$ cat config.mk
export PLATFORM = sky130hd
export DESIGN_NAME = root_bracket_expander
export DESIGN_NICKNAME = d
export VERILOG_FILES = /design/src/hw/rtl/rbe_pkg.sv /design/src/hw/rtl/rbe_expand.sv /design/src/hw/rtl/rbe_core.sv /design/src/hw/rtl/root_bracket_expander.sv
export SDC_FILE = /design/constraint.sdc
export NUM_CORES = 2
export LEC_CHECK = 0
export ABC_AREA = 1
export BUFFER_PORTS_ARGS = -buffer_cell sky130_fd_sc_hd__buf_4
export CAP_MARGIN = 20
export CORE_ASPECT_RATIO = 0.9
export CORE_MARGIN = 2
export CORE_UTILIZATION = 32
export CTS_CLUSTER_SIZE = 25
export DETAILED_ROUTE_END_ITERATION = 8
export GPL_TIMING_DRIVEN = 0
export PLACE_DENSITY = 0.5
export SLEW_MARGIN = 5
export SYNTH_ARGS = -nofsm -noshare
export SYNTH_HDL_FRONTEND = slang
export SYNTH_SLANG_ARGS = --single-unit
export TNS_END_PERCENT = 5
$ cat constraint.sdc
create_clock -name clk -period 12.1 [get_ports clk]
set_input_delay 1.815 -clock clk [delete_from_list [all_inputs] [get_ports clk]]
set_output_delay 1.815 -clock clk [all_outputs]
set_load 0.01 [all_outputs]
$ cat src/hw/rtl/rbe_pkg.sv
// rbe_pkg: shared constants, status codes and configuration type for the
// root bracket expander. No dependencies.

package rbe_pkg;

  localparam int DATA_WIDTH_DEF = 32;

  localparam int FACTOR_W    = 16;
  localparam int FACTOR_FRAC = 8;
  localparam int LIMIT_W     = 8;
  localparam int STATUS_W    = 3;
  localparam int CFG_IDX_W   = 1;
  localparam int CFG_DATA_W  = 16;

  localparam logic [FACTOR_W-1:0] FACTOR_RST = FACTOR_W'(410);
  localparam logic [LIMIT_W-1:0]  LIMIT_RST  = LIMIT_W'(50);

  localparam logic [CFG_IDX_W-1:0] REG_EXPAND_FACTOR = 1'b0;
  localparam logic [CFG_IDX_W-1:0] REG_TRY_LIMIT     = 1'b1;

  localparam logic [STATUS_W-1:0] ST_EVAL       = 3'd0;
  localparam logic [STATUS_W-1:0] ST_BRACKETED  = 3'd1;
  localparam logic [STATUS_W-1:0] ST_FAILED     = 3'd2;
  localparam logic [STATUS_W-1:0] ST_INVALID    = 3'd3;
  localparam logic [STATUS_W-1:0] ST_UNEXPECTED = 3'd4;

  typedef struct packed {
    logic [FACTOR_W-1:0] expand_factor;
    logic [LIMIT_W-1:0]  try_limit;
  } cfg_t;

endpackage

$ cat src/hw/rtl/rbe_expand.sv
// rbe_expand: moving + round(factor * (moving - other)), saturated.
// Depends on rbe_pkg for the factor format.

module rbe_expand #(
  parameter int DW = rbe_pkg::DATA_WIDTH_DEF
) (
  input  logic signed [DW-1:0]                moving,
  input  logic signed [DW-1:0]                other,
  input  logic        [rbe_pkg::FACTOR_W-1:0] factor,
  output logic signed [DW-1:0]                result
);
  import rbe_pkg::*;

  localparam int PW = DW + 1 + FACTOR_W + 1;
  localparam int QW = PW - FACTOR_FRAC;
  localparam int SW = QW + 1;

  logic signed [DW:0]   diff;
  logic signed [PW-1:0] prod;
  logic signed [PW-1:0] rnd;
  logic signed [QW-1:0] quo;
  logic signed [SW-1:0] sum;
  logic                 ovf;

  assign diff = (DW+1)'(moving) - (DW+1)'(other);
  assign prod = PW'(diff) * $signed(PW'({1'b0, factor}));
  // half-up rounding, ties toward plus infinity
  assign rnd  = prod + $signed(PW'(1) <<< (FACTOR_FRAC - 1));
  assign quo  = rnd[PW-1:FACTOR_FRAC];
  assign sum  = SW'(moving) + SW'(quo);
  assign ovf  = !((&sum[SW-1:DW-1]) || !(|sum[SW-1:DW-1]));

  always_comb begin
    if (!ovf) begin
      result = sum[DW-1:0];
    end else if (sum[SW-1]) begin
      result = {1'b1, {(DW-1){1'b0}}};
    end else begin
      result = {1'b0, {(DW-1){1'b1}}};
    end
  end

endmodule

$ cat src/hw/rtl/rbe_core.sv
// rbe_core: bracketing state, per-request decision logic and result register.
// Depends on rbe_pkg and rbe_expand.

module rbe_core #(
  parameter int DW = rbe_pkg::DATA_WIDTH_DEF
) (
  input  logic                              clk,
  input  logic                              rst_n,
  input  rbe_pkg::cfg_t                     cfg,
  input  logic                              item_vld,
  input  logic                              item_func,
  input  logic signed [DW-1:0]              item_a,
  input  logic signed [DW-1:0]              item_b,
  input  logic signed [DW-1:0]              item_value,
  output logic                              item_take,
  output logic                              out_valid,
  input  logic                              out_stall,
  output logic        [rbe_pkg::STATUS_W-1:0] out_status,
  output logic signed [DW-1:0]              out_eval_point,
  output logic signed [DW-1:0]              out_low_end,
  output logic signed [DW-1:0]              out_high_end
);
  import rbe_pkg::*;

  localparam logic [1:0] PH_IDLE       = 2'd0;
  localparam logic [1:0] PH_WAIT_A     = 2'd1;
  localparam logic [1:0] PH_WAIT_B     = 2'd2;
  localparam logic [1:0] PH_WAIT_MOVED = 2'd3;

  logic [1:0]           phase_r, phase_nxt;
  logic                 moved_r, moved_nxt;
  logic [LIMIT_W-1:0]   checks_r, checks_nxt;
  logic signed [DW-1:0] end_a_r, end_a_nxt;
  logic signed [DW-1:0] end_b_r, end_b_nxt;
  logic signed [DW-1:0] val_a_r, val_a_nxt;
  logic signed [DW-1:0] val_b_r, val_b_nxt;

  logic                 out_vld_r, out_vld_nxt;
  logic [STATUS_W-1:0]  out_status_r, res_status;
  logic signed [DW-1:0] out_point_r, res_point;
  logic signed [DW-1:0] out_low_r, res_low;
  logic signed [DW-1:0] out_high_r, res_high;

  logic signed [DW-1:0] va, vb;
  logic [DW-1:0]        mag_a, mag_b;
  logic                 move_a, strict;
  logic [LIMIT_W-1:0]   checks_inc, limit;
  logic signed [DW-1:0] grown_a, grown_b, new_end;
  logic signed [DW-1:0] a_after, b_after;

  assign item_take = item_vld && (!out_vld_r || !out_stall);

  // values seen by the sign check, including the one arriving now
  assign va = (phase_r == PH_WAIT_MOVED && !moved_r) ? item_value : val_a_r;
  assign vb = (phase_r == PH_WAIT_B || moved_r) ? item_value : val_b_r;

  assign mag_a  = va[DW-1] ? (~va + DW'(1)) : va;
  assign mag_b  = vb[DW-1] ? (~vb + DW'(1)) : vb;
  assign move_a = mag_a < mag_b;
  assign strict = (va[DW-1] && !vb[DW-1] && (|vb)) || (vb[DW-1] && !va[DW-1] && (|va));

  assign checks_inc = (&checks_r) ? checks_r : checks_r + LIMIT_W'(1);
  assign limit      = (cfg.try_limit < LIMIT_W'(2)) ? LIMIT_W'(1)
                                                    : cfg.try_limit - LIMIT_W'(1);

  // both candidate ends in parallel, the magnitude compare only selects
  rbe_expand #(.DW(DW)) u_expand_a (
    .moving (end_a_r),
    .other  (end_b_r),
    .factor (cfg.expand_factor),
    .result (grown_a)
  );

  rbe_expand #(.DW(DW)) u_expand_b (
    .moving (end_b_r),
    .other  (end_a_r),
    .factor (cfg.expand_factor),
    .result (grown_b)
  );

  assign new_end = move_a ? grown_a : grown_b;
  assign a_after = move_a ? grown_a : end_a_r;
  assign b_after = move_a ? end_b_r : grown_b;

  always_comb begin
    phase_nxt  = phase_r;
    moved_nxt  = moved_r;
    checks_nxt = checks_r;
    end_a_nxt  = end_a_r;
    end_b_nxt  = end_b_r;
    val_a_nxt  = val_a_r;
    val_b_nxt  = val_b_r;
    res_status = ST_EVAL;
    res_point  = '0;
    res_low    = '0;
    res_high   = '0;
    if (!item_func) begin
      if (item_a == item_b) begin
        phase_nxt  = PH_IDLE;
        res_status = ST_INVALID;
      end else begin
        end_a_nxt  = item_a;
        end_b_nxt  = item_b;
        val_a_nxt  = '0;
        val_b_nxt  = '0;
        moved_nxt  = 1'b0;
        checks_nxt = '0;
        phase_nxt  = PH_WAIT_A;
        res_point  = item_a;
      end
    end else begin
      unique case (phase_r) inside
        PH_WAIT_A: begin
          val_a_nxt = item_value;
          phase_nxt = PH_WAIT_B;
          res_point = end_b_r;
        end
        PH_WAIT_B, PH_WAIT_MOVED: begin
          val_a_nxt  = va;
          val_b_nxt  = vb;
          checks_nxt = checks_inc;
          if (strict) begin
            phase_nxt  = PH_IDLE;
            res_status = ST_BRACKETED;
            if (end_a_r > end_b_r) begin
              res_low  = end_b_r;
              res_high = end_a_r;
            end else begin
              res_low  = end_a_r;
              res_high = end_b_r;
            end
          end else begin
            end_a_nxt = a_after;
            end_b_nxt = b_after;
            moved_nxt = !move_a;
            if (checks_inc >= limit) begin
              phase_nxt  = PH_IDLE;
              res_status = ST_FAILED;
              res_low    = a_after;
              res_high   = b_after;
            end else begin
              phase_nxt = PH_WAIT_MOVED;
              res_point = new_end;
            end
          end
        end
        default: begin
          res_status = ST_UNEXPECTED;
        end
      endcase
    end
  end

  assign out_vld_nxt = item_take || (out_vld_r && out_stall);

  always_ff @(posedge clk) begin
    if (!rst_n) begin
      phase_r   <= PH_IDLE;
      moved_r   <= 1'b0;
      checks_r  <= '0;
      out_vld_r <= 1'b0;
    end else begin
      out_vld_r <= out_vld_nxt;
      if (item_take) begin
        phase_r  <= phase_nxt;
        moved_r  <= moved_nxt;
        checks_r <= checks_nxt;
      end
    end
  end

  always_ff @(posedge clk) begin
    if (item_take) begin
      end_a_r      <= end_a_nxt;
      end_b_r      <= end_b_nxt;
      val_a_r      <= val_a_nxt;
      val_b_r      <= val_b_nxt;
      out_status_r <= res_status;
      out_point_r  <= res_point;
      out_low_r    <= res_low;
      out_high_r   <= res_high;
    end
  end

  assign out_valid      = out_vld_r;
  assign out_status     = out_status_r;
  assign out_eval_point = out_point_r;
  assign out_low_end    = out_low_r;
  assign out_high_end   = out_high_r;

  a_moved_needs_check: assert property (@(posedge clk) disable iff (!rst_n)
    phase_r == PH_WAIT_MOVED |-> checks_r != '0)
    else $error("moved-end phase without a completed check");

  a_take_loads_out: assert property (@(posedge clk) disable iff (!rst_n)
    item_take |=> out_vld_r)
    else $error("taken request produced no result");

  a_bracket_ordered: assert property (@(posedge clk) disable iff (!rst_n)
    out_vld_r && out_status_r == ST_BRACKETED |-> out_low_r <= out_high_r)
    else $error("bracket ends out of order");

  a_idle_value: assert property (@(posedge clk) disable iff (!rst_n)
    item_take && item_func && phase_r == PH_IDLE |=>
      out_status_r == ST_UNEXPECTED && $stable(phase_r))
    else $error("value while idle not flagged");

  a_equal_ends: assert property (@(posedge clk) disable iff (!rst_n)
    item_take && !item_func && item_a == item_b |=>
      out_status_r == ST_INVALID && phase_r == PH_IDLE)
    else $error("equal ends not rejected");

endmodule

$ cat src/hw/rtl/root_bracket_expander.sv
// root_bracket_expander: top level with input register and configuration
// registers. Depends on rbe_pkg and rbe_core.
//
// Usage: a start request (in_func = 0) loads ends in_start_a/in_start_b; each
// result with status "evaluate" names out_eval_point, and the next value
// request (in_func = 1) returns f there in in_func_value. The run ends with
// status bracketed, failed, or invalid; a value request while idle gives
// status unexpected. Exactly one result per request, in order.
// Channels: in_valid/in_stall and out_valid/out_stall; a request moves on an
// edge with valid high and stall low. Configuration writes use cfg_valid/
// cfg_ready (always ready), cfg_index 0 = expand factor, 1 = try limit; the
// user makes them only while no request is in flight; nothing enforces it.
// A request passes the input register, then the decision and expansion
// logic into the result register.
// Throughput: one request per cycle while out_stall is low; the state update
// for one request is finished in the cycle that loads its result.
// Reset (rst_n low, synchronous): no run in progress, output empty, factor
// 1.6 and try limit 50. While out_stall is high the result holds, and one
// more request is held in the input register before in_stall rises.

module root_bracket_expander #(
  parameter int DATA_WIDTH = rbe_pkg::DATA_WIDTH_DEF
) (
  input  logic                                 clk,
  input  logic                                 rst_n,
  input  logic                                 cfg_valid,
  output logic                                 cfg_ready,
  input  logic        [rbe_pkg::CFG_IDX_W-1:0]  cfg_index,
  input  logic        [rbe_pkg::CFG_DATA_W-1:0] cfg_data,
  input  logic                                 in_valid,
  output logic                                 in_stall,
  input  logic                                 in_func,
  input  logic signed [DATA_WIDTH-1:0]          in_start_a,
  input  logic signed [DATA_WIDTH-1:0]          in_start_b,
  input  logic signed [DATA_WIDTH-1:0]          in_func_value,
  output logic                                 out_valid,
  input  logic                                 out_stall,
  output logic        [rbe_pkg::STATUS_W-1:0]   out_status,
  output logic signed [DATA_WIDTH-1:0]          out_eval_point,
  output logic signed [DATA_WIDTH-1:0]          out_low_end,
  output logic signed [DATA_WIDTH-1:0]          out_high_end
);
  import rbe_pkg::*;

  cfg_t                         cfg_r;
  logic                         in_vld_r, in_vld_nxt;
  logic                         func_r;
  logic signed [DATA_WIDTH-1:0] a_r, b_r, value_r;
  logic                         take;
  logic                         in_accept;

  assign cfg_ready = 1'b1;

  always_ff @(posedge clk) begin
    if (!rst_n) begin
      cfg_r.expand_factor <= FACTOR_RST;
      cfg_r.try_limit     <= LIMIT_RST;
    end else if (cfg_valid && cfg_ready) begin
      unique case (cfg_index)
        REG_EXPAND_FACTOR: cfg_r.expand_factor <= cfg_data[FACTOR_W-1:0];
        REG_TRY_LIMIT:     cfg_r.try_limit     <= cfg_data[LIMIT_W-1:0];
        default: ;
      endcase
    end
  end

  assign in_stall   = in_vld_r && !take;
  assign in_accept  = in_valid && !in_stall;
  assign in_vld_nxt = in_accept || (in_vld_r && !take);

  always_ff @(posedge clk) begin
    if (!rst_n) begin
      in_vld_r <= 1'b0;
    end else begin
      in_vld_r <= in_vld_nxt;
    end
  end

  always_ff @(posedge clk) begin
    if (in_accept) begin
      func_r  <= in_func;
      a_r     <= in_start_a;
      b_r     <= in_start_b;
      value_r <= in_func_value;
    end
  end

  rbe_core #(.DW(DATA_WIDTH)) u_core (
    .clk            (clk),
    .rst_n          (rst_n),
    .cfg            (cfg_r),
    .item_vld       (in_vld_r),
    .item_func      (func_r),
    .item_a         (a_r),
    .item_b         (b_r),
    .item_value     (value_r),
    .item_take      (take),
    .out_valid      (out_valid),
    .out_stall      (out_stall),
    .out_status     (out_status),
    .out_eval_point (out_eval_point),
    .out_low_end    (out_low_end),
    .out_high_end   (out_high_end)
  );

endmodule
After elaboration in Yosys (flattened, before gate mapping)
Cells that the tools add are included.
{ "op_classes": {"n_addsub": 10, "mul": 2, "n_lt_le_gt_ge": 4, "eq_ne": 8, "n_mux": 54, "bitwise_logic": 3, "n_reduce_logical": 41} }
{ "ops": {"columns": ["op", "n"], "rows": [
  ["$mux W32", 33],
  ["$pmux W32 S2", 2],
  ["$add A50 B9 Y50 const B", 2],
  ["$mul A33 B17 Y50", 2],
  ["$add A32 B42 Y43", 2],
  ["$sub A32 B32 Y33", 2],
  ["$add A32 B2 Y32 const B", 2],
  ["$not A32 Y32", 2],
  ["$reduce_or A32 Y1", 2],
  ["$mux W8", 5],
  ["$eq A32 B32 Y1", 1],
  ["$gt A32 B32 Y1", 1],
  ["$lt A32 B32 Y1", 1],
  ["$reduce_and A12 Y1", 2],
  ["$reduce_or A12 Y1", 2],
  ["$logic_not A1 Y1", 10],
  ["$mux W2", 5],
  ["$logic_and A1 B1 Y1", 9],
  ["$add A8 B1 Y8 const B", 1],
  ["$ge A8 B8 Y1", 1],
  ["$lt A8 B2 Y1 const B", 1],
  ["$reduce_and A2 Y1", 4],
  ["$reduce_and A8 Y1", 1],
  ["$sub A8 B1 Y8 const B", 1],
  ["other kinds (14)", 28]
]} }
{ "word_totals": {"register_bits": 361, "input_bits": 119, "wordCells": 141} }

Longest topological paths before layout
{ "depth": {"word_depth": 13, "depth_mapped": 65, "mapped_depth_nobuf": 63} }

Modules after synthesis
Synthesis repeated with hierarchy kept, for this count alone.
{ "unflattened": {"hier_cells": 9555, "area_unflattened_um2": 70960.6} }
{ "modules_own_cells": {"columns": ["mod", "instances", "cells_per_inst", "area_per_inst_um2", "seq_area_each_um2"], "rows": [
  ["rbe_expand at u_core.u_expand_a", 1, 3524, 24897.6, 0.0],
  ["rbe_expand at u_core.u_expand_b", 1, 3521, 24860.1, 0.0],
  ["rbe_core", 1, 2274, 17272.8, 7056.8],
  ["root_bracket_expander", 1, 236, 3930.0, 3413.3]
]} }

Worst setup path before layout
No wires, ideal clock.
{ "synth_timing": {"path_kind": "input to register", "from": "input port out_stall", "to": "register u_core.end_a_r[0] (enable)", "setup_time_ns": 0.511, "arrival_time_ns": 9.637, "required_time_ns": 11.589, "path_slack_ns": 1.952, "cell_stages": 7, "path_buffers": 0, "cell_sequence": "nand2_1 nand2_1 inv_1 nand2_1 nor2_1 clkinv_1 a21oi_1"} }
{ "synth_via": {"elab_chain_cells": 4} }
{ "synth_rtl": {"columns": ["element", "line_no", "source"], "rows": [
  ["start: declaration", "root_bracket_expander.sv:37", "input logic out_stall,"],
  ["$logic_not A1 Y1", "rbe_core.sv:51", "assign item_take = item_vld && (!out_vld_r || !out_stall);"],
  ["$logic_or A1 B1 Y1", "rbe_core.sv:51", null],
  ["$logic_and A1 B1 Y1", "rbe_core.sv:51", null],
  ["via take", "root_bracket_expander.sv:49", "logic take;"],
  ["$reduce_and A4 Y1 (no line)", null, null],
  ["end signal: assignment", "rbe_core.sv:174", "end_a_r <= end_a_nxt;"],
  ["end: declaration", "rbe_core.sv:33", "logic signed [DW-1:0] end_a_r, end_a_nxt;"]
]} }
The timed path passes the listed nets, and every way through them passes these cells.
A chain may end at the register's enable or synchronous reset.

Worst setup path after layout
{ "layout_timing": {"from": "register u_core.end_a_r[0]", "to": "register u_core.out_point_r[4], in the netlist u_core.out_eval_point[4] (data pin)"} }
{ "layout_via": {"elab_chain_cells": 13} }
{ "layout_rtl": {"columns": ["element", "line_no", "source"], "rows": [
  ["$sub A32 B32 Y33", "rbe_expand.sv:25", "assign diff = (DW+1)'(moving) - (DW+1)'(other);"],
  ["$mul A33 B17 Y50", "rbe_expand.sv:26", "assign prod = PW'(diff) * $signed(PW'({1'b0, factor}));"],
  ["$add A50 B9 Y50", "rbe_expand.sv:28", "assign rnd = prod + $signed(PW'(1) <<< (FACTOR_FRAC - 1));"],
  ["$add A32 B42 Y43", "rbe_expand.sv:30", "assign sum = SW'(moving) + SW'(quo);"],
  ["$reduce_or A12 Y1", "rbe_expand.sv:31", "assign ovf = !((&sum[SW-1:DW-1]) || !(|sum[SW-1:DW-1]));"],
  ["$logic_not A1 Y1", "rbe_expand.sv:31", null],
  ["$logic_or A1 B1 Y1", "rbe_expand.sv:31", null],
  ["$mux W32", "rbe_expand.sv:34", "if (!ovf) begin"],
  ["$mux W32 *", "rbe_core.sv:81", "assign new_end = move_a ? grown_a : grown_b;"],
  ["$mux W32 *", "rbe_core.sv:136", "if (checks_inc >= limit) begin"],
  ["$mux W32 *", "rbe_core.sv:122", "if (strict) begin"],
  ["$pmux W32 S2 *", "rbe_core.sv:112", "unique case (phase_r) inside"],
  ["$mux W32 *", "rbe_core.sv:97", "if (!item_func) begin"],
  ["via u_core.res_point[4]", "rbe_core.sv:40", "logic signed [DW-1:0] out_point_r, res_point;"],
  ["end signal: assignment", "rbe_core.sv:179", "out_point_r <= res_point;"],
  ["end: declaration", "rbe_core.sv:40", null]
]} }
Mark *: on every way through the listed nets, which the timed path passes. The rest lies on a longest branch.

==> results_dict.tcl <==
set metrics [dict create \
    run_status "finished, final reports clean" \
    hold_class "reg2reg" \
    synthArstFlopShare 0 \
    vias_per_cell 4.99 \
    antenna_found_initial 12 \
    dp_hpwl_mm 254 \
    yosysWarnings 0 \
    cts_num_sinks 361 \
    start_util 0.322 \
    syn_nets 10600 \
    netlist_instances 9000 \
    grt_pass1_vias 61400 \
    critical_path.max_stage_delay_ns 0.56 \
    rows 160 \
    ioPinCount 221 \
    h-tree-depth 2 \
    area_growth_pct 15.1 \
    grt_usage 0.271 \
    drv_slew 0 \
    crit_path_top_delay_cell "fa_1" \
    fin_area_mm2 0.0782 \
    relSlewSlack 0.0865 \
    synth-edff-count 324 \
    placed_area_mm2 0.0739 \
    rsz0062_at_grt "true" \
    cts_inserted_buffers 43 \
    cp.arrival_ns 12.22 \
    min_period_ns 11.84 \
    io_buffers 219 \
    die_height_um 441 \
    critPathKind "reg2reg" \
    fin_crit_sh 0.979 \
    drv_cap 0 \
    netlist_area_mm2 0.0679 \
    layout.cells.most_common "inv_1" \
    fin_worst_skew_ns 0.0799 \
    clock.fmax_mhz 84.5 \
    clockRootBuffer "clkbuf_16" \
    grt_overflow 0 \
    dr.pass1.iters 6 \
    wl_mm 295 \
    drt_iter0_markers 5325 \
    cts_tree "built" \
    ys_seq_elements 361 \
    yosysTopAreaCellShare 0.297 \
    cp.required_ns 12.48 \
    regArea_mm2 0.0105 \
    finalSetupViolCount 0 \
    synth_cell_types 63 \
    crit_start "u_core.end_a_r[0]" \
    crit_path_start_kind "flop" \
    synth_seq_area_share 0.154 \
    r2r_cells 53 \
    nNetsFinal 11000 \
    final_cell_mix "2074 x inv_1, 1928 x nand2_1, 1060 x nor2_1" \
    grt_max_degree 79 \
    clk_latency_ns 0.71 \
    nFillCells 22500 \
    core_area_mm2 0.211 \
    grt_pass1_wl_mm 423 \
    worstPathMaxFanout 10 \
    gp_congestion 0.999 \
    dieArea_mm2 0.216 \
    critPathCapture "u_core.out_eval_point[4]" \
    clk_pin_slew_worst_paths_ns 0.08 \
    cp-end-kind "flop" \
    num_vias 61300 \
    finalHoldViolCount 0 \
    worst_pin_slew_ns 1.37 \
    syn_avg_cell_area_um2 7.55 \
    synth_area_leaders "fa_1 30%, edfxtp_1 14%, inv_1 12%" \
    multi_input_area_mm2 0.0502 \
    cp_common_cell "nand2_1" \
    r2r_setup_slack_ns 0.26 \
    r2r_end "u_core.out_eval_point[4]" \
    synth_top_area_cell "fa_1" \
    synth_ff_type "edfxtp_1" \
    cts_buffer_depth 3 \
    wl_per_cell_um 24.0 \
    cts_hold_buf 0 \
    die_x_um 490 \
    drive_gt1_frac 0.107 \
    antenna_left 0 \
    timing.rr.start "u_core.end_a_r[0]" \
    drc_errors 0 \
]
==> worst max-delay path: cells and delay by family (launching register included) <==
kind | cells | cell delay, ns
AO/OA/AOI/OAI | 6 | 1.02
adder cells (fa/ha/maj) | 10 | 4.45
AND/OR/NAND/NOR | 24 | 3.88
XOR/XNOR | 1 | 0.20
flip-flops | 1 | 0.46
buffers and inverters | 12 | 1.40
==> cell usage after synthesis, types with 8 or more instances <==
cell type and number:
edfxtp_1 324, o21ai_0 255, a21o_1 11, o211ai_1 80, a31oi_1 42, clkinv_1 20, ha_1 490, a211oi_1 10
nand3b_1 8, nor2_1 1098, nor3_1 30, dfxtp_1 37, o22ai_1 31, xnor2_1 109, nand3_1 231, buf_6 11
o21ai_2 27, nor4_1 16, buf_1 8, inv_2 20, o221ai_1 10, o31ai_1 8, nand3_2 12, buf_2 38
xor2_1 162, nand4_1 33, o21bai_1 15, o21a_1 22, clkbuf_1 209, or2_2 37, fa_1 1008, nand2_1 1964
o21ai_1 116, inv_1 2087, a21oi_1 350
==> through the flow <==
stage	hold slack, ns	worst slack [ns]	setup TNS, ns	utilization	cells
5_1_grt	0.501	-0.119	-3.91	0.370	12300
3_5_place_dp	0.473	-2.40	-252.81	0.350	12100
6_report	0.479	0.260	0	0.370	12300
4_1_cts	0.482	-0.0303	-0.185	0.363	12200
2_1_floorplan	0.455	1.95	0	-	9000
3_3_place_gp	0.471	-3.69	-577.70	0.346	12100
==> registers in the layout, summed over array words and instances (netlist names), 2 cells and up <==
name	count
b_r	32
u_core.val_a_r	32
cfg_r	24
u_core.out_eval_point	32
u_core.phase_r	2
u_core.out_low_end	32
u_core.out_status	3
u_core.checks_r	8
u_core.end_a_r	32
u_core.end_b_r	32
u_core.val_b_r	32
u_core.out_high_end	32
a_r	32
value_r	32
==> routing by layer <==
layer / global-route usage / share of wire
met1: 0.374 / 0.44
met2: 0.417 / 0.43
met3: 0.0514 / 0.078
met4: 0.109 / 0.050
met5: 0 / 0.00012
==> cell type report <==
class | count | area share
flip-flops and latches | 361 | 0.134
well taps | 2835 | 0.0454
inverters | 2127 | 0.103
plain buffers | 263 | 0.0164
diodes | 6 | 0.000192
repair buffers | 368 | 0.0401
clock buffers | 49 | 0.0147
clock inverters | 31 | 0.00408
multi-input cells | 6243 | 0.642
==> worst min-delay path by stage <==
stage                       startpoint                 end  slack [ns]  cells after the start
floorplan           u_core.checks_r[4]  u_core.checks_r[4]        0.45                      2
global placement    u_core.checks_r[4]  u_core.checks_r[4]        0.47                      2
detailed placement  u_core.checks_r[4]  u_core.checks_r[4]        0.47                      2
CTS                 u_core.checks_r[4]  u_core.checks_r[4]        0.48                      2
global route        u_core.checks_r[4]  u_core.checks_r[4]        0.50                      2
finish              u_core.checks_r[4]  u_core.checks_r[4]        0.48                      2
==> logic make-up after synthesis <==
family | after synthesis | share of synthesized area
AND/OR/NAND/NOR | 3462 | 0.203
XOR/XNOR | 271 | 0.0349
buffers and inverters | 2396 | 0.135
other | 1 | 0.0000552
adder cells (fa/ha/maj) | 1498 | 0.387
AO/OA/AOI/OAI | 1011 | 0.0855
flip-flops | 361 | 0.154
==> timing repair <==
action                                 4_1_cts  5_1_grt
gates resized for setup                    209      331
setup endpoints to repair                  160      155
endpoints found under the hold margin        0        0
buffers inserted                            58       48
pin swaps                                   15       26
Power is not shown: default switching activity piles up to over one toggle a cycle in this logic, so the estimate is an artifact.
